**config.mk**
```make
export PLATFORM = sky130hd
export DESIGN_NAME = srtn_preemptive_scheduler
export DESIGN_NICKNAME = d
export VERILOG_FILES = /design/src/rtl/srtn_pkg.sv /design/src/rtl/srtn_preemptive_scheduler.sv /design/src/rtl/srtn_ctrl.sv /design/src/rtl/srtn_dp.sv
export SDC_FILE = /design/constraint.sdc
export NUM_CORES = 1
export LEC_CHECK = 0
export ABC_CLOCK_PERIOD_IN_PS = 10900
export BUFFER_PORTS_ARGS = -buffer_cell sky130_fd_sc_hd__buf_2
export CORE_ASPECT_RATIO = 0.6
export CORE_MARGIN = 2
export CORE_UTILIZATION = 67
export CTS_BUF_LIST = sky130_fd_sc_hd__clkbuf_16
export DETAILED_ROUTE_END_ITERATION = 6
export PLACE_DENSITY = 0.84
export SLEW_MARGIN = 20
export SYNTH_ARGS = -nofsm -noshare
export SYNTH_HDL_FRONTEND = slang
export SYNTH_SLANG_ARGS = --single-unit
```
**constraint.sdc**
```tcl
create_clock -name clk_i -period 10.9 [get_ports clk_i]
set_input_delay 1.09 -clock clk_i [delete_from_list [all_inputs] [get_ports clk_i]]
set_output_delay 1.09 -clock clk_i [all_outputs]
set_load 0.005 [all_outputs]
```
**src/rtl/srtn_pkg.sv**
```systemverilog
// Shared constants, types and codes for the SRTN scheduler.
package srtn_pkg;

  localparam int MAX_JOBS = 16;
  localparam int IDX_W = (MAX_JOBS > 1) ? $clog2(MAX_JOBS) : 1;
  localparam int CNT_W = $clog2(MAX_JOBS + 1);

  localparam int ARR_W = 10;
  localparam int BUR_W = 8;
  localparam int TIME_W = 15;
  localparam int JOB_INDEX_W = 6;
  localparam int NEXT_W = ARR_W + 1;

  localparam logic [NEXT_W-1:0] NEXT_NONE = NEXT_W'(1) << ARR_W;
  localparam int TIME_MAX = (1 << ARR_W) - 1 + MAX_JOBS * ((1 << BUR_W) - 1);

  typedef enum logic [1:0] {
    ST_LOAD,
    ST_SCAN,
    ST_STEP,
    ST_REPORT
  } state_e;

  typedef struct packed {
    logic load_en;
    logic scan_en;
    logic step_en;
    logic rpt_load;
    logic clear;
  } ctrl_cmd_t;

  typedef struct packed {
    logic load_last;
    logic scan_last;
    logic step_final;
    logic out_free;
    logic rpt_last;
  } dp_status_t;

endpackage

```
**src/rtl/srtn_preemptive_scheduler.sv**
```systemverilog
// Top level of the shortest-remaining-time-next scheduler.
// A job that does not close the set is only stored; it gives no result.
// A run handles each time unit executed or idle jump by scanning the job store
// one entry per cycle over the n jobs loaded, then stepping.
// Results then leave one per cycle, n in all, while the output is taken.
// Reset clears counters, time and started flags; job stores stay unset.
module srtn_preemptive_scheduler (
  input  logic                              clk_i,
  input  logic                              rst_ni,
  input  logic                              in_valid_i,
  output logic                              in_ready_o,
  input  logic [srtn_pkg::ARR_W-1:0]        arrival_time_i,
  input  logic [srtn_pkg::BUR_W-1:0]        burst_length_i,
  input  logic                              final_job_i,
  output logic                              out_valid_o,
  input  logic                              out_ready_i,
  output logic [srtn_pkg::JOB_INDEX_W-1:0]  job_index_o,
  output logic [srtn_pkg::TIME_W-1:0]       finish_time_o,
  output logic [srtn_pkg::TIME_W-1:0]       turnaround_time_o,
  output logic [srtn_pkg::TIME_W-1:0]       wait_time_o,
  output logic [srtn_pkg::TIME_W-1:0]       response_time_o,
  output logic                              last_report_o
);
  import srtn_pkg::*;

  ctrl_cmd_t  cmd;
  dp_status_t status;

  srtn_ctrl u_ctrl (
    .clk_i      (clk_i),
    .rst_ni     (rst_ni),
    .in_valid_i (in_valid_i),
    .in_ready_o (in_ready_o),
    .status_i   (status),
    .cmd_o      (cmd)
  );

  srtn_dp u_dp (
    .clk_i             (clk_i),
    .rst_ni            (rst_ni),
    .cmd_i             (cmd),
    .status_o          (status),
    .arrival_time_i    (arrival_time_i),
    .burst_length_i    (burst_length_i),
    .final_job_i       (final_job_i),
    .out_valid_o       (out_valid_o),
    .out_ready_i       (out_ready_i),
    .job_index_o       (job_index_o),
    .finish_time_o     (finish_time_o),
    .turnaround_time_o (turnaround_time_o),
    .wait_time_o       (wait_time_o),
    .response_time_o   (response_time_o),
    .last_report_o     (last_report_o)
  );

endmodule

```
**src/rtl/srtn_ctrl.sv**
```systemverilog
// Controller: sequences load, scan, step and report phases.
module srtn_ctrl (
  input  logic                clk_i,
  input  logic                rst_ni,
  input  logic                in_valid_i,
  output logic                in_ready_o,
  input  srtn_pkg::dp_status_t status_i,
  output srtn_pkg::ctrl_cmd_t  cmd_o
);
  import srtn_pkg::*;

  state_e state_q, state_d;

  always_ff @(posedge clk_i or negedge rst_ni) begin
    if (!rst_ni) begin
      state_q <= ST_LOAD;
    end else begin
      state_q <= state_d;
    end
  end

  always_comb begin
    state_d = state_q;
    case (state_q)
      ST_LOAD: begin
        if (in_valid_i && status_i.load_last) state_d = ST_SCAN;
      end
      ST_SCAN: begin
        if (status_i.scan_last) state_d = ST_STEP;
      end
      ST_STEP: begin
        state_d = status_i.step_final ? ST_REPORT : ST_SCAN;
      end
      ST_REPORT: begin
        if (status_i.out_free && status_i.rpt_last) state_d = ST_LOAD;
      end
      default: state_d = ST_LOAD;
    endcase
  end

  always_comb begin
    cmd_o = '0;
    in_ready_o = 1'b0;
    case (state_q)
      ST_LOAD: begin
        in_ready_o = 1'b1;
        cmd_o.load_en = in_valid_i;
      end
      ST_SCAN: begin
        cmd_o.scan_en = 1'b1;
      end
      ST_STEP: begin
        cmd_o.step_en = 1'b1;
      end
      ST_REPORT: begin
        cmd_o.rpt_load = status_i.out_free;
        cmd_o.clear = status_i.out_free && status_i.rpt_last;
      end
      default: begin
        cmd_o = '0;
      end
    endcase
  end

  // one phase command at a time
  assert property (@(posedge clk_i) disable iff (!rst_ni)
    $onehot0({cmd_o.load_en, cmd_o.scan_en, cmd_o.step_en, cmd_o.rpt_load}))
    else $error("overlapping phase commands");

  // a finished run always ends in the report phase
  assert property (@(posedge clk_i) disable iff (!rst_ni)
    (state_q == ST_STEP && status_i.step_final) |=> state_q == ST_REPORT)
    else $error("run end did not enter report");

  // report clear returns to loading
  assert property (@(posedge clk_i) disable iff (!rst_ni)
    cmd_o.clear |=> in_ready_o)
    else $error("not loading after report");

endmodule

```
**src/rtl/srtn_dp.sv**
```systemverilog
// Datapath: job stores, tick scan, run counters and result register.
module srtn_dp (
  input  logic                                   clk_i,
  input  logic                                   rst_ni,
  input  srtn_pkg::ctrl_cmd_t                     cmd_i,
  output srtn_pkg::dp_status_t                    status_o,
  input  logic [srtn_pkg::ARR_W-1:0]              arrival_time_i,
  input  logic [srtn_pkg::BUR_W-1:0]              burst_length_i,
  input  logic                                   final_job_i,
  output logic                                   out_valid_o,
  input  logic                                   out_ready_i,
  output logic [srtn_pkg::JOB_INDEX_W-1:0]        job_index_o,
  output logic [srtn_pkg::TIME_W-1:0]             finish_time_o,
  output logic [srtn_pkg::TIME_W-1:0]             turnaround_time_o,
  output logic [srtn_pkg::TIME_W-1:0]             wait_time_o,
  output logic [srtn_pkg::TIME_W-1:0]             response_time_o,
  output logic                                   last_report_o
);
  import srtn_pkg::*;

  logic [ARR_W-1:0]  arrival_q   [MAX_JOBS];
  logic [BUR_W-1:0]  burst_q     [MAX_JOBS];
  logic [BUR_W-1:0]  remaining_q [MAX_JOBS];
  logic [TIME_W-1:0] first_run_q [MAX_JOBS];
  logic [TIME_W-1:0] finish_q    [MAX_JOBS];
  logic [MAX_JOBS-1:0] started_q;

  logic [CNT_W-1:0]  loaded_q, done_q;
  logic [TIME_W-1:0] time_q;
  logic [IDX_W-1:0]  scan_idx_q, rpt_idx_q, pick_q;
  logic              found_q;
  logic [BUR_W-1:0]  best_q;
  logic [NEXT_W-1:0] next_arr_q;

  logic                   out_valid_q;
  logic [JOB_INDEX_W-1:0] job_index_q;
  logic [TIME_W-1:0]      finish_time_q, turnaround_q, wait_q, response_q;
  logic                   last_report_q;

  logic [IDX_W-1:0]  rd_idx, ld_idx;
  logic [ARR_W-1:0]  rd_arr;
  logic [BUR_W-1:0]  rd_bur, rd_rem, rem_dec, ld_bur;
  logic [TIME_W-1:0] rd_first, rd_fin, time_inc, tat, wt, resp;
  logic              rd_started, cand_live, cand_ready, take_best, take_next;

  always_comb begin
    if (cmd_i.step_en) begin
      rd_idx = pick_q;
    end else if (cmd_i.scan_en) begin
      rd_idx = scan_idx_q;
    end else begin
      rd_idx = rpt_idx_q;
    end
  end

  assign ld_idx     = loaded_q[IDX_W-1:0];
  assign ld_bur     = (burst_length_i == '0) ? BUR_W'(1) : burst_length_i;
  assign rd_arr     = arrival_q[rd_idx];
  assign rd_bur     = burst_q[rd_idx];
  assign rd_rem     = remaining_q[rd_idx];
  assign rd_first   = first_run_q[rd_idx];
  assign rd_fin     = finish_q[rd_idx];
  assign rd_started = started_q[rd_idx];

  assign cand_live  = rd_rem != '0;
  assign cand_ready = TIME_W'(rd_arr) <= time_q;
  assign take_best  = cand_live && cand_ready && (!found_q || rd_rem < best_q);
  assign take_next  = cand_live && !cand_ready && (NEXT_W'(rd_arr) < next_arr_q);

  assign rem_dec  = rd_rem - BUR_W'(1);
  assign time_inc = time_q + TIME_W'(1);

  assign tat  = rd_fin - TIME_W'(rd_arr);
  assign wt   = tat - TIME_W'(rd_bur);
  assign resp = rd_first - TIME_W'(rd_arr);

  assign status_o.load_last  = final_job_i || (loaded_q + CNT_W'(1) == CNT_W'(MAX_JOBS));
  assign status_o.scan_last  = (CNT_W'(scan_idx_q) + CNT_W'(1)) == loaded_q;
  assign status_o.step_final = found_q && (rd_rem == BUR_W'(1))
                               && (done_q + CNT_W'(1) == loaded_q);
  assign status_o.out_free   = !out_valid_q || out_ready_i;
  assign status_o.rpt_last   = (CNT_W'(rpt_idx_q) + CNT_W'(1)) == loaded_q;

  // run control
  always_ff @(posedge clk_i or negedge rst_ni) begin
    if (!rst_ni) begin
      loaded_q    <= '0;
      done_q      <= '0;
      time_q      <= '0;
      scan_idx_q  <= '0;
      rpt_idx_q   <= '0;
      found_q     <= 1'b0;
      started_q   <= '0;
      out_valid_q <= 1'b0;
    end else begin
      if (cmd_i.load_en) begin
        loaded_q          <= loaded_q + CNT_W'(1);
        started_q[ld_idx] <= 1'b0;
        scan_idx_q        <= '0;
        found_q           <= 1'b0;
      end
      if (cmd_i.scan_en) begin
        scan_idx_q <= scan_idx_q + IDX_W'(1);
        if (take_best) found_q <= 1'b1;
      end
      if (cmd_i.step_en) begin
        scan_idx_q <= '0;
        found_q    <= 1'b0;
        if (found_q) begin
          started_q[pick_q] <= 1'b1;
          time_q <= time_inc;
          if (rem_dec == '0) done_q <= done_q + CNT_W'(1);
        end else begin
          time_q <= TIME_W'(next_arr_q);
        end
      end
      if (cmd_i.rpt_load) begin
        rpt_idx_q   <= rpt_idx_q + IDX_W'(1);
        out_valid_q <= 1'b1;
      end else if (out_ready_i) begin
        out_valid_q <= 1'b0;
      end
      if (cmd_i.clear) begin
        loaded_q  <= '0;
        done_q    <= '0;
        time_q    <= '0;
        rpt_idx_q <= '0;
        started_q <= '0;
      end
    end
  end

  // stores, scan payload and result register
  always_ff @(posedge clk_i) begin
    if (cmd_i.load_en) begin
      arrival_q[ld_idx]   <= arrival_time_i;
      burst_q[ld_idx]     <= ld_bur;
      remaining_q[ld_idx] <= ld_bur;
      next_arr_q          <= NEXT_NONE;
    end
    if (cmd_i.scan_en) begin
      if (take_best) begin
        best_q <= rd_rem;
        pick_q <= scan_idx_q;
      end
      if (take_next) next_arr_q <= NEXT_W'(rd_arr);
    end
    if (cmd_i.step_en) begin
      next_arr_q <= NEXT_NONE;
      if (found_q) begin
        remaining_q[pick_q] <= rem_dec;
        if (!rd_started) first_run_q[pick_q] <= time_q;
        if (rem_dec == '0) finish_q[pick_q] <= time_inc;
      end
    end
    if (cmd_i.rpt_load) begin
      job_index_q   <= JOB_INDEX_W'(rpt_idx_q);
      finish_time_q <= rd_fin;
      turnaround_q  <= tat;
      wait_q        <= wt;
      response_q    <= resp;
      last_report_q <= status_o.rpt_last;
    end
  end

  assign out_valid_o       = out_valid_q;
  assign job_index_o       = job_index_q;
  assign finish_time_o     = finish_time_q;
  assign turnaround_time_o = turnaround_q;
  assign wait_time_o       = wait_q;
  assign response_time_o   = response_q;
  assign last_report_o     = last_report_q;

  assert property (@(posedge clk_i) disable iff (!rst_ni)
    done_q <= loaded_q)
    else $error("more jobs done than loaded");

  assert property (@(posedge clk_i) disable iff (!rst_ni)
    found_q |-> CNT_W'(pick_q) < loaded_q)
    else $error("picked job beyond loaded set");

  assert property (@(posedge clk_i) disable iff (!rst_ni)
    int'(time_q) <= TIME_MAX)
    else $error("time beyond largest finish");

  assert property (@(posedge clk_i) disable iff (!rst_ni)
    cmd_i.clear |=> (loaded_q == '0 && started_q == '0))
    else $error("state not cleared after report");

endmodule

```
# == After elaboration in Yosys (flattened, before gate mapping) ==
# Memory sizes are Yosys's and may differ from the RTL's.
# Cells that the tools add are included.
# classes
n_addsub,11
magnitude_cmp,8
reduce_logical,31
shift,0
n_div,0
n_eq_ne,11
n_bitwise,3
n_mux,62
mul,0
# op_table
op,n
16-bit two-way mux,4
15-bit two-way mux,3
11-bit two-way mux,3
4-bit two-way mux,8
5-bit two-way mux,6
15-bit by 10-bit subtractor with 15-bit output,2
1-bit two-way mux,27
16-bit AND,1
8-bit logical NOT,2
8-bit two-way mux,2
16-bit inverter,1
16-bit bitwise OR,1
"15-bit by 1-bit adder with 15-bit output, second input constant",1
5-bit equality test,3
10-bit by 15-bit less-or-equal comparator with 1-bit output,1
"4-bit by 5-bit less-than comparator with 1-bit output, second input constant",3
15-bit by 8-bit subtractor with 15-bit output,1
2-bit nonzero test,6
10-bit by 11-bit less-than comparator with 1-bit output,1
"4-bit by 1-bit adder with 5-bit output, second input constant",2
"5-bit by 1-bit adder with 5-bit output, second input constant",2
1-bit logical AND,10
2-bit two-way mux,5
"4-bit by 1-bit adder with 4-bit output, second input constant",2
20 further kinds,29
# word_totals
n_memories,5
wordCells,149
register_bits,141
in_bits,23
latchBits,0
out_inout_bits,69
ram_bits,896
mem_bits_ro,0
# mem_list
memory,words,word_bits,rd,rd_ports_with_merged_regs,write_ports,line,rtl
u_dp.finish_q,16,15,1,0,1,srtn_dp.sv:25,logic [TIME_W-1:0] finish_q [MAX_JOBS];
u_dp.first_run_q,16,15,1,0,1,srtn_dp.sv:24,logic [TIME_W-1:0] first_run_q [MAX_JOBS];
u_dp.arrival_q,16,10,1,0,1,srtn_dp.sv:21,logic [ARR_W-1:0] arrival_q [MAX_JOBS];
u_dp.burst_q,16,8,1,0,1,srtn_dp.sv:22,logic [BUR_W-1:0] burst_q [MAX_JOBS];
u_dp.remaining_q,16,8,1,0,1,srtn_dp.sv:23,logic [BUR_W-1:0] remaining_q [MAX_JOBS];

# == Logic depth before layout (Yosys ltp) ==
# Gate-level depths: netlist of run 1.
# depth
depth_word,11
mapped_depth,36
depth_no_buf,26

# == By module ==
# Synthesis of run 1 repeated with hierarchy kept, for this count alone.
# unflattened
cells_unflattened,2844
hier_area_um2,44544.0
# by_module_without_submodules
mod,n_inst,area_per_inst_um2,cells_each,seq_area_each_um2
srtn_dp,1,44388.8,2827,30714.5
srtn_ctrl,1,155.1,17,50.0

# == Worst setup path before layout of run 1 ==
# Ideal clock, no wire load.
# synth_path
path_kind,reg-to-reg
start,reg u_ctrl.state_q[1]
end,reg u_dp.wait_q[10] (netlist: u_dp.wait_time_o[10]) (data pin)
path_buffers,11
synth_period_minus_slack_ns,6.942
setup_time_ns,0.268
path_stages_with_launch,36
required_time_ns,10.632
setup_slack_ns,3.958
arrival_ns,6.674
path_cell_list,dfrtp_1 -> inv_1 -> ha_1 -> buf_6 -> mux2i_1 -> a21oi_1 -> buf_4 -> buf_4 -> buf_2 -> buf_2 -> buf_2 -> buf_2 -> buf_2 -> buf_2 -> buf_2 -> mux4_2 -> nand2_1 -> and3_1 -> a31oi_1 -> ha_1 -> a21oi_1 -> a21oi_1 -> o22ai_1 -> or2_1 -> buf_2 -> o21ai_0 -> a21oi_1 -> xnor2_1 -> ha_1 -> nand2_1 -> nor2b_1 -> mux2i_1 -> o211ai_2 -> a21o_1 -> a2111oi_1 -> xnor2_1
# synth_between
elab_chain_len,7
elab_cells_between_ends,11
classes_between,add/sub (2); eq/ne (2); mux (4); memory (3)
# synth_lines
element,line,rtl
start: declaration,srtn_ctrl.sv:12,"state_e state_q, state_d;"
start signal: assignment,srtn_ctrl.sv:18,state_q <= state_d;
2-bit by 1-bit equality test with 1-bit output,srtn_ctrl.sv:44,case (state_q)
1-bit two-way mux,srtn_ctrl.sv:44,
4-bit two-way mux,srtn_dp.sv:49,end else if (cmd_i.scan_en) begin
4-bit two-way mux (*),srtn_dp.sv:47,if (cmd_i.step_en) begin
memory read 16 x 15 bit (*),n/a,
via u_dp.rd_fin[1],srtn_dp.sv:43,"logic [TIME_W-1:0] rd_first, rd_fin, time_inc, tat, wt, resp;"
15-bit by 10-bit subtractor with 15-bit output (*),srtn_dp.sv:73,assign tat = rd_fin - TIME_W'(rd_arr);
15-bit by 8-bit subtractor with 15-bit output (*),srtn_dp.sv:74,assign wt = tat - TIME_W'(rd_bur);
via u_dp.wt[10],srtn_dp.sv:43,
end signal: assignment,srtn_dp.sv:160,wait_q <= wt;
end: declaration,srtn_dp.sv:37,"logic [TIME_W-1:0] finish_time_q, turnaround_q, wait_q, response_q;"
# Mark *: on every way through the listed nets, which the timed path passes. The rest lies on a longest branch.
# A chain may end at the register's enable or synchronous reset.

# == Worst setup path in the final report of run 1 ==
# layout_path
start,reg u_ctrl.state_q[1]
end,reg u_dp.wait_q[14] (netlist: u_dp.wait_time_o[14]) (data pin)
# layout_between
elab_chain_len,7
elab_cells_between_ends,11
classes_between,add/sub (2); eq/ne (2); mux (4); memory (3)
# layout_lines
element,line
2-bit by 1-bit equality test with 1-bit output,srtn_ctrl.sv:44
1-bit two-way mux,srtn_ctrl.sv:44
4-bit two-way mux,srtn_dp.sv:49
4-bit two-way mux (*),srtn_dp.sv:47
memory read 16 x 15 bit / memory read 16 x 10 bit (equally long branches),n/a
15-bit by 10-bit subtractor with 15-bit output (*),srtn_dp.sv:73
via u_dp.tat[11],srtn_dp.sv:43
15-bit by 8-bit subtractor with 15-bit output (*),srtn_dp.sv:74
via u_dp.wt[14],srtn_dp.sv:43
# Marked as above.

==> run summary, run 1 <==
The register area share after synthesis is 70.48%. The slowest stage of the critical path is the buf_4 cell. The HPWL reported at the end of detailed placement came out at 68.22 mm. The detail route stage leaves a number of antenna-violating nets equal to 0. The post-synthesis compound-gate area fraction came out at 4.867%. The worst relative slew slack came out at 18.57%. The worst min-delay path category is register to register. The max-cap check violation count is 0. After clock tree synthesis, the setup repair step added 0 buffers. The top-level port count is 92. The post-place instance area came out at 45,230 um^2. The post-route netlist has 20.06% of its cells at a drive strength greater than 1. The number of CTS-inserted buffers came out at 89. The dominant combinational cell family by area after synthesis is multiplexers.

The final hold slack is 0.5422 ns. The number of I/O port buffers came out at 89. The final core utilization came out at 74.96%. The wire length per cell is 31.13 um. By count the netlist is led by 973 x edfxtp_1, 335 x nand2_1, 201 x mux4_2, 133 x nor2_1, 77 x a21oi_1. The final-layout fill cell count came out at 3,596. The synthesis-to-finish area growth came out at 10.61%. CTS placed an instance of clkbuf_16 at the clock tree root.

The largest total area in the synthesized netlist belongs to edfxtp_1. The initial cell density of the core is 67.77%. In this run the worst setup path begins at u_ctrl.state_q[1]$_DFFE_PN0P_. Static timing analysis puts the maximum clock frequency at 125.6 MHz. Measured in cells, the most critical reg-to-reg path has a length of 19. The floorplan step set the die height to 201.7 um. Across the routed clock network, the largest skew measured is 0.03036 ns. The die outline area came out at 67,270 um^2.

The startpoint identified for the worst register-to-register timing path is u_ctrl.state_q[1]$_DFFE_PN0P_. STA classifies the critical path endpoint as a register. The detailed-routing iteration count for the pre-antenna-repair pass is 6.

The cell area after synthesis came out at 43,650 um^2. The pin count of the biggest net entering global routing came out at 61. The weighted congestion at the end of routability-driven global placement is 0.9352. The number of hold-repair buffers added at the cts stage came out at 0. The synthesis warning total is 0. TritonCTS built the clock tree. The classification of the worst setup path is register to register. No sink is reached through more buffers than the 3 on the longest clock path. The remaining global-route overflow is 0. The basic-gate share of the synthesized area counting and, or, nand and nor cells is 7.063%.

After synthesis, the cell types taking the most area are edfxtp_1 67%, mux4_2 10%, dfrtp_1 3.0%. The number of flops mapped to enable cells by yosys is 973. The number of vias after detailed routing is 25,998. The detailed-route vias per instance is 6.987. The number of remaining DRC errors is 0. The standard cell core area came out at 64,410 um^2. Walking the worst path, the cells encountered are inv_1 -> ha_1 -> mux2i_1 -> o21a_4 -> buf_4 -> mux4_2 -> nand2_1 -> and3_1 -> a31oi_1 -> inv_1 -> ha_1 -> nand3_1 -> a2111oi_2 -> nor2_1 -> a31oi_1 -> xnor2_1 -> nand4bb_1 -> a2111oi_2 -> xor2_1. Of the available clock period, the critical path in the final layout requires 73.07%. The count of standard-cell rows came out at 72. The post-synthesis mux area share came out at 11.57%.

The async set or reset register ratio after synthesis is 5.111%. The final layout contains routed wiring with a total length of 115.8 mm. The final design area excluding fillers is 48,280 um^2. The critical-path maximum fanout came out at 52.

The critical path ends at u_dp.wait_time_o[14]$_DFFE_PP_. On the worst path, the slowest cell contributes a delay of 0.88 ns. In this run the critical register-to-register path is captured at u_dp.wait_time_o[14]$_DFFE_PP_. The count of mapped cells out of synthesis came out at 2,676. Registers take 30,760 um^2. The final net count is 2,881. The total setup violations reported at the end of the flow came out at 0. Data on the critical path arrives at its endpoint at 8.36 ns. Summed over its instances, the top area cell type makes up 66.94% of the synthesized netlist area. The H-tree depth reported by CTS is 3. The register bit count reported by yosys is 1,037. The slew at the pin closest to its max-slew limit is 1.221 ns.

After synthesis, the netlist uses 84 different library cells. The final setup TNS is 0 ns. The library cell with the highest instance count after synthesis is edfxtp_1. The xor/xnor share of the synthesized area came out at 1.622%. In this run the horizontal extent of the chip is 333.5 um. Post-CTS repair changed the size of 0 cells. Setup repair after global routing left no endpoint under its margin. The global-route wire length before repair is 168.9 mm. The flow ran to the end, and the final reports show no timing, DRC or antenna violations.

The register-to-register setup slack is 2.94 ns. The adder-cell area share of the yosys netlist came out at 1.989%. The via count of the first global-routing pass came out at 25,638. STA puts the critical path data required time at 11.29 ns. The number of clock sinks came out at 1,037. The final max-slew violation count is 0. The post-CTS clock slew at the launch and capture registers of the worst setup and hold paths came out at 0.07 ns.

The detailed router finished its first iteration with 4,355 violations. The number of endpoints with negative hold slack in the final report came out at 0. The synthesized area per cell is 16.31 um^2. The area of combinational cells with multiple inputs came out at 12,060 um^2.

STA classifies the critical path startpoint as a register. The initial antenna violation count is 4. Clock latency on the worst-skew pair, taken at its later pin, is 0.68 ns. The shortest period the worst path allows is 7.965 ns. In the synthesized netlist the dominant register cell turns out to be edfxtp_1. Across every metal layer, demand over resource in global routing totals 35.02%.
## cells in the final DEF (no fill, tap or decap), types with 18 or more instances in the layout
cell type,instances
edfxtp_1,973
nand2_1,335
mux4_2,201
nor2_1,120
clkbuf_16,91
inv_1,89
buf_2,89
buf_4,86
a21oi_1,76
ha_1,62
o21ai_0,53
dfrtp_1,53
a31oi_1,50
nand3_1,49
and3_1,47
xnor2_1,46
mux2i_1,43
xor2_1,25
nor2b_1,21
clkinv_1,20
nor3_1,19
o211ai_1,18
## worst max-delay path, delay by kind of cell, from the launching register on
family	cells	cell delay [ns]
xor gates and xnor gates	2	0.34
adders and majority gates	2	0.97
buffers and inverters	3	1.32
and+or+nand+nor	5	0.92
muxes	2	0.81
AOI/OAI and AO/OA	5	2.79
DFF	1	0.43
## logic make-up (layout without fill, tap and decap cells)
kind of cell	after synthesis	count (layout)
other cells	1	6
compound gates	321	321
simple gates	687	687
flops	1037	1037
buf+inv	230	419
xor+xnor	80	80
fa+ha+maj	69	69
mux	251	251
## layer usage
metal / part of all wire [%] / wire, um / track usage [%]
met4: 3.5 / 4061 / 11.99
met2: 45 / 52310 / 52.09
met1: 37 / 43220 / 51.53
met3: 14 / 16230 / 9.021
met5: 0.010 / 12 / 0
## worst min-delay path by stage
| stage | start | to | slack [ns] | cells past startpoint |
|---|---|---|---|---|
| final | u_dp.started_q[0]$_DFF_PN0_ | u_dp.started_q[0]$_DFF_PN0_ | 0.54 | 2 |
| after global routing | u_dp.next_arr_q[0]$_SDFF_PP0_ | u_dp.time_q[0]$_DFFE_PN0P_ | 0.58 | 2 |
| after CTS | u_dp.started_q[5]$_DFF_PN0_ | u_dp.started_q[5]$_DFF_PN0_ | 0.54 | 2 |
| after detailed placement | u_dp.started_q[5]$_DFF_PN0_ | u_dp.started_q[5]$_DFF_PN0_ | 0.53 | 2 |
| after global placement | u_dp.scan_idx_q[1]$_DFFE_PN0P_ | u_dp.pick_q[1]$_DFFE_PP_ | 0.52 | 0 |
| after floorplan | u_dp.scan_idx_q[3]$_DFFE_PN0P_ | u_dp.pick_q[3]$_DFFE_PP_ | 0.42 | 0 |
## flip-flops by register name (all words and copies together), names as in the netlist, 8 cells and up
register and count:
u_dp.finish_q 240, u_dp.first_run_q 240, u_dp.arrival_q 160, u_dp.burst_q 128
u_dp.remaining_q 128, u_dp.started_q 16, u_dp.finish_time_o 15, u_dp.response_time_o 15
u_dp.time_q 15, u_dp.turnaround_time_o 15, u_dp.wait_time_o 15, u_dp.next_arr_q 11
u_dp.best_q 8
## final cells by class
class	count	area share, %
Sequential cell	1037	63.72
Multi-Input combinational cell	1410	24.97
Timing Repair Buffer	176	2.283
Antenna cell	4	0.02073
Clock buffer	91	4.716
Tap cell	851	2.205
Clock inverter	73	1.469
Inverter	79	0.6168
## per-stage QoR
stage | instances | worst slack [ns]
after floorplan | 2677 | 3.958
after global placement | 3553 | 3.476
after detailed placement | 3553 | 3.278
after CTS | 3717 | 3.139
after global routing | 3719 | 2.544
final | 3721 | 2.935
Power of run 1 is left out: the tool's default activity adds up to more than one toggle a clock period on the data nets, which glitch-free logic cannot reach.
==> run 2: changes to the inputs <==
--- a/config.mk
+++ b/config.mk
@@ -5,14 +5,15 @@
 export SDC_FILE = /design/constraint.sdc
 export NUM_CORES = 1
 export LEC_CHECK = 0
-export ABC_CLOCK_PERIOD_IN_PS = 10900
+export ABC_AREA = 1
+export ABC_CLOCK_PERIOD_IN_PS = 8000
 export BUFFER_PORTS_ARGS = -buffer_cell sky130_fd_sc_hd__buf_2
 export CORE_ASPECT_RATIO = 0.6
 export CORE_MARGIN = 2
-export CORE_UTILIZATION = 67
+export CORE_UTILIZATION = 63
 export CTS_BUF_LIST = sky130_fd_sc_hd__clkbuf_16
 export DETAILED_ROUTE_END_ITERATION = 6
-export PLACE_DENSITY = 0.84
+export PLACE_DENSITY = 0.8
 export SLEW_MARGIN = 20
 export SYNTH_ARGS = -nofsm -noshare
 export SYNTH_HDL_FRONTEND = slang
==> constraint.sdc (replaced) <==
create_clock -name clk_i -period 8 [get_ports clk_i]
set_input_delay 0.8 -clock clk_i [delete_from_list [all_inputs] [get_ports clk_i]]
set_output_delay 0.8 -clock clk_i [all_outputs]
set_load 0.005 [all_outputs]
==> run summary, run 2 <==
The commonest register cell after synthesis is edfxtp_1 (unchanged). The initial antenna violation count came to 2 (was 4). The initial cell density of the core came out at 63.61% (was 67.77%). The HPWL reported at the end of detailed placement is 69.72 mm (was 68.22 mm). The number of hold-repair buffers added at the cts stage is 0 (unchanged). The max-cap check violation count was 0 (unchanged). The final setup TNS came to 0 ns (unchanged). The number of vias after detailed routing came to 31,245 (was 25,998). The remaining global-route overflow is 0 (unchanged). The source-to-sink clock delay at the later pin of the worst-skew pair was 0.69 ns (was 0.68 ns). The shortest period the worst path allows came out at 6.547 ns (was 7.965 ns). The top achievable clock speed came out at 152.7 MHz (was 125.6 MHz). The weighted congestion at the end of routability-driven global placement came out at 0.9607 (was 0.9352). The number of endpoints with negative hold slack in the final report came out at 0 (unchanged). The final net count is 4,077 (was 2,881). The launch point of the worst path is u_ctrl.state_q[0]$_DFFE_PN0P_ (was u_ctrl.state_q[1]$_DFFE_PN0P_). The share of post-route cells with drive strength above 1 is 12.25% (was 20.06%). The kind of end point of the critical path is a register (unchanged).

The pin count of the biggest net entering global routing came out at 233 (was 61). The detailed-routing iteration count for the pre-antenna-repair pass is 7 (was 6). The critical path arrival is 7.10 ns (was 8.36 ns). The register bit count reported by yosys came to 1,037 (unchanged). The count of cell types in the netlist is 63 (was 84). The detailed-route vias per instance was 6.196 (was 6.987). Result of the run: complete, no violations (unchanged).

The number of I/O port buffers came out at 89 (unchanged). The register area share after synthesis is 67.45% (was 70.48%). The area fraction of the dominant cell type after synthesis is 64.06% (was 66.94%). The synthesis-to-finish area growth is 9.135% (was 10.61%).

The top-level port count came out at 92 (unchanged). The cell area after synthesis is 45,610 um^2 (was 43,650 um^2). The number of clock sinks came out at 1,037 (unchanged).

The number of cells on the worst reg-to-reg path is 24 (was 19). The final-layout fill cell count came to 4,946 (was 3,596). The number of flops mapped to enable cells by yosys is 973 (unchanged).

The period utilization came out at 81.84% (was 73.07%). The number of gates given a new drive strength after cts came out at 0 (unchanged). The number of buffers on the longest clock path is 3 (unchanged). The dominant cell type by area after synthesis is edfxtp_1 (unchanged).

Top post-synthesis cells by area: edfxtp_1 64%, nand3_1 4.8%, nand2_1 4.6% (was edfxtp_1 67%, mux4_2 10%, dfrtp_1 3.0%). The global-route wire length before repair is 176.7 mm (was 168.9 mm). The final max-slew violation count is 0 (unchanged). The worst clock skew came out at 0.03449 ns (was 0.03036 ns). The worst path required time is 8.55 ns (was 11.29 ns). The y dimension of the die is 212.4 um (was 201.7 um). The library cell with the highest instance count after synthesis is edfxtp_1 (unchanged). The total setup buffers inserted after CTS is 0 (unchanged). The post-CTS clock slew at the launch and capture registers of the worst setup and hold paths is 0.07 ns (about the same). Registers with the most flip-flops: u_dp.finish_q: 240 flops, u_dp.first_run_q: 240 flops, u_dp.arrival_q: 160 flops (unchanged). The wire length per cell came to 23.34 um (was 31.13 um).

The register-to-register setup slack was 1.45 ns (was 2.94 ns). The synthesis warning total is 0 (unchanged). The total wire length after detailed routing came out at 117.7 mm (was 115.8 mm).

The most frequent standard cell in the layout excluding fill and tap cells was edfxtp_1 (unchanged). The die outline area is 74,640 um^2 (was 67,270 um^2). The slew at the pin closest to its max-slew limit is 1.101 ns (was 1.221 ns). Commonest cells in the netlist: 973 x edfxtp_1, 563 x nand2_1, 469 x nor2_1, 441 x nand3_1, 282 x inv_1 (was 973 x edfxtp_1, 335 x nand2_1, 201 x mux4_2, 133 x nor2_1, 77 x a21oi_1). The clock tree from TritonCTS was done (unchanged). The root cell of the clock tree is clkbuf_16 (unchanged).

The critical-path maximum fanout came out at 133 (was 52). The worst reg2reg path endpoint was u_dp.next_arr_q[0]$_SDFF_PP0_ (was u_dp.wait_time_o[14]$_DFFE_PP_). The via count of the first global-routing pass came out at 29,439 (was 25,638). The H-tree depth reported by CTS came out at 3 (unchanged).

The number of CTS-inserted buffers is 91 (was 89). The residual antenna-violating net count after detailed routing is 0 (unchanged). The worst min-delay path category is primary input to asynchronous set/reset pin (was register to register). The async set or reset register ratio after synthesis is 5.111% (unchanged).

The count of standard-cell rows is 76 (was 72). The source of the worst register-to-register timing path is u_ctrl.state_q[0]$_DFFE_PN0P_ (was u_ctrl.state_q[1]$_DFFE_PN0P_). Top library cells by usage in the layout, fill and taps aside: 973 x edfxtp_1, 563 x nand2_1, 441 x nand3_1 (was 973 x edfxtp_1, 335 x nand2_1, 201 x mux4_2). The initial DRC count is 4,571 (was 4,355). The standard cell core area is 71,700 um^2 (was 64,410 um^2). The total setup violations reported at the end of the flow came out at 0 (unchanged). The overall track demand over capacity in global routing is 31.78% (was 35.02%). The width of the die is 351.4 um (was 333.5 um). The type of origin of the critical path is a register (unchanged). The number of remaining DRC errors came out at 0 (unchanged). RSZ-0062 raised after global routing: false (unchanged). The synthesized area per cell is 11.54 um^2 (was 16.31 um^2).

The worst relative slew slack came out at 26.60% (was 18.57%). The classification of the worst setup path was register to register (unchanged). The count of mapped cells out of synthesis is 3,954 (was 2,676).
==> run 2: changes by cell type after synthesis, moves of 38 or more <==
| cell | before | now |
|---|---|---|
| nand4_1 | 10 | 48 |
| nand3_1 | 49 | 441 |
| or2_2 | 3 | 119 |
| o211ai_1 | 18 | 178 |
| o21ai_0 | 55 | 212 |
| buf_2 | 29 | 67 |
| xnor2_1 | 51 | 10 |
| mux2i_1 | 43 | 4 |
| nand2_1 | 335 | 563 |
| a31oi_1 | 50 | 5 |
| and3_1 | 47 | 0 |
| nor2_1 | 133 | 469 |
| mux4_2 | 201 | 0 |
| inv_1 | 75 | 282 |
==> run 2: logic make-up (layout without fill, tap and decap cells) <==
kind of cell | after synthesis | in the layout | share of synthesized area [%]
and+or+nand+nor | 1710 | 1710 | 16.70
buffers and inverters | 519 | 629 | 5.072
adders and majority gates | 65 | 65 | 1.816
other | 1 | 5 | 0.008222
DFF | 1037 | 1037 | 67.45
xor gates and xnor gates | 56 | 56 | 1.075
AOI/OAI and AO/OA | 562 | 562 | 7.785
muxes | 4 | 4 | 0.08779
==> run 2: worst max-delay path by stage <==
stage | endpoint | slack [ns] | cells after the start
detailed placement | u_dp.wait_time_o[11]$_DFFE_PP_ | 1.76 | 29
finish | u_dp.next_arr_q[0]$_SDFF_PP0_ | 1.45 | 24
global route | u_dp.next_arr_q[0]$_SDFF_PP0_ | 1.13 | 24
floorplan | u_dp.wait_time_o[11]$_DFFE_PP_ | 2.73 | 36
global placement | u_dp.response_time_o[12]$_DFFE_PP_ | 1.95 | 23
CTS | u_dp.wait_time_o[8]$_DFFE_PP_ | 1.72 | 27
==> run 2: layer usage <==
layer | part of all wire (%) | routed length [um] | global-route usage (%) | up-vias
li1 | - | - | - | 14053
met1 | 40 | 46630 | 46.57 | 14939
met2 | 43 | 51120 | 45.61 | 2003
met3 | 14 | 16090 | 8.976 | 250
met4 | 3.3 | 3870 | 11.73 | 0
met5 | 0 | 0 | 0 | -
==> run 2: final cells by class <==
type	count	area [um^2]	share of cell area [%]
Clock inverter	78	633.1	1.272
Sequential cell	1037	30760	61.81
Multi-Input combinational cell	2399	12660	25.44
Inverter	296	1121	2.252
Antenna cell	3	7.507	0.01508
Tap cell	975	1220	2.451
Timing Repair Buffer	164	1091	2.192
Clock buffer	91	2277	4.575
==> run 2: critical path, stage by stage (launching register included) <==
cell      delay (ns)
dfrtp_1         0.40
inv_1           0.13
ha_1            0.45
nor2_2          0.13
nand2_2         0.58
nand3_4         0.24
inv_8           0.63
buf_4           0.48
nand2_1         0.10
nand3_1         0.09
nand3_1         0.09
o211ai_1        0.18
nand2_1         0.31
inv_1           0.20
ha_1            0.27
a21oi_1         0.16
o21ai_0         0.08
and2_1          0.13
nor2_1          0.12
o21ai_0         0.11
nor2_1          0.14
nand2_1         0.06
nand3b_1        0.56
o21ai_0         0.63
nor2_1          0.07
==> run 2: metrics by stage <==
stage	hold WS (ns)	area, um^2	cells	setup slack (ns)	utilization [%]
3_5_place_dp	0.4818	46820	4870	1.757	65.30
5_1_grt	0.2866	49770	5042	1.130	69.42
3_3_place_gp	0.4676	46820	4870	1.954	65.30
2_1_floorplan	0.4522	45610	3955	2.730	-
4_1_cts	0.2621	49730	5039	1.716	69.36
6_report	0.2455	49780	5043	1.453	69.42
Power of run 2 is left out for the same reason.
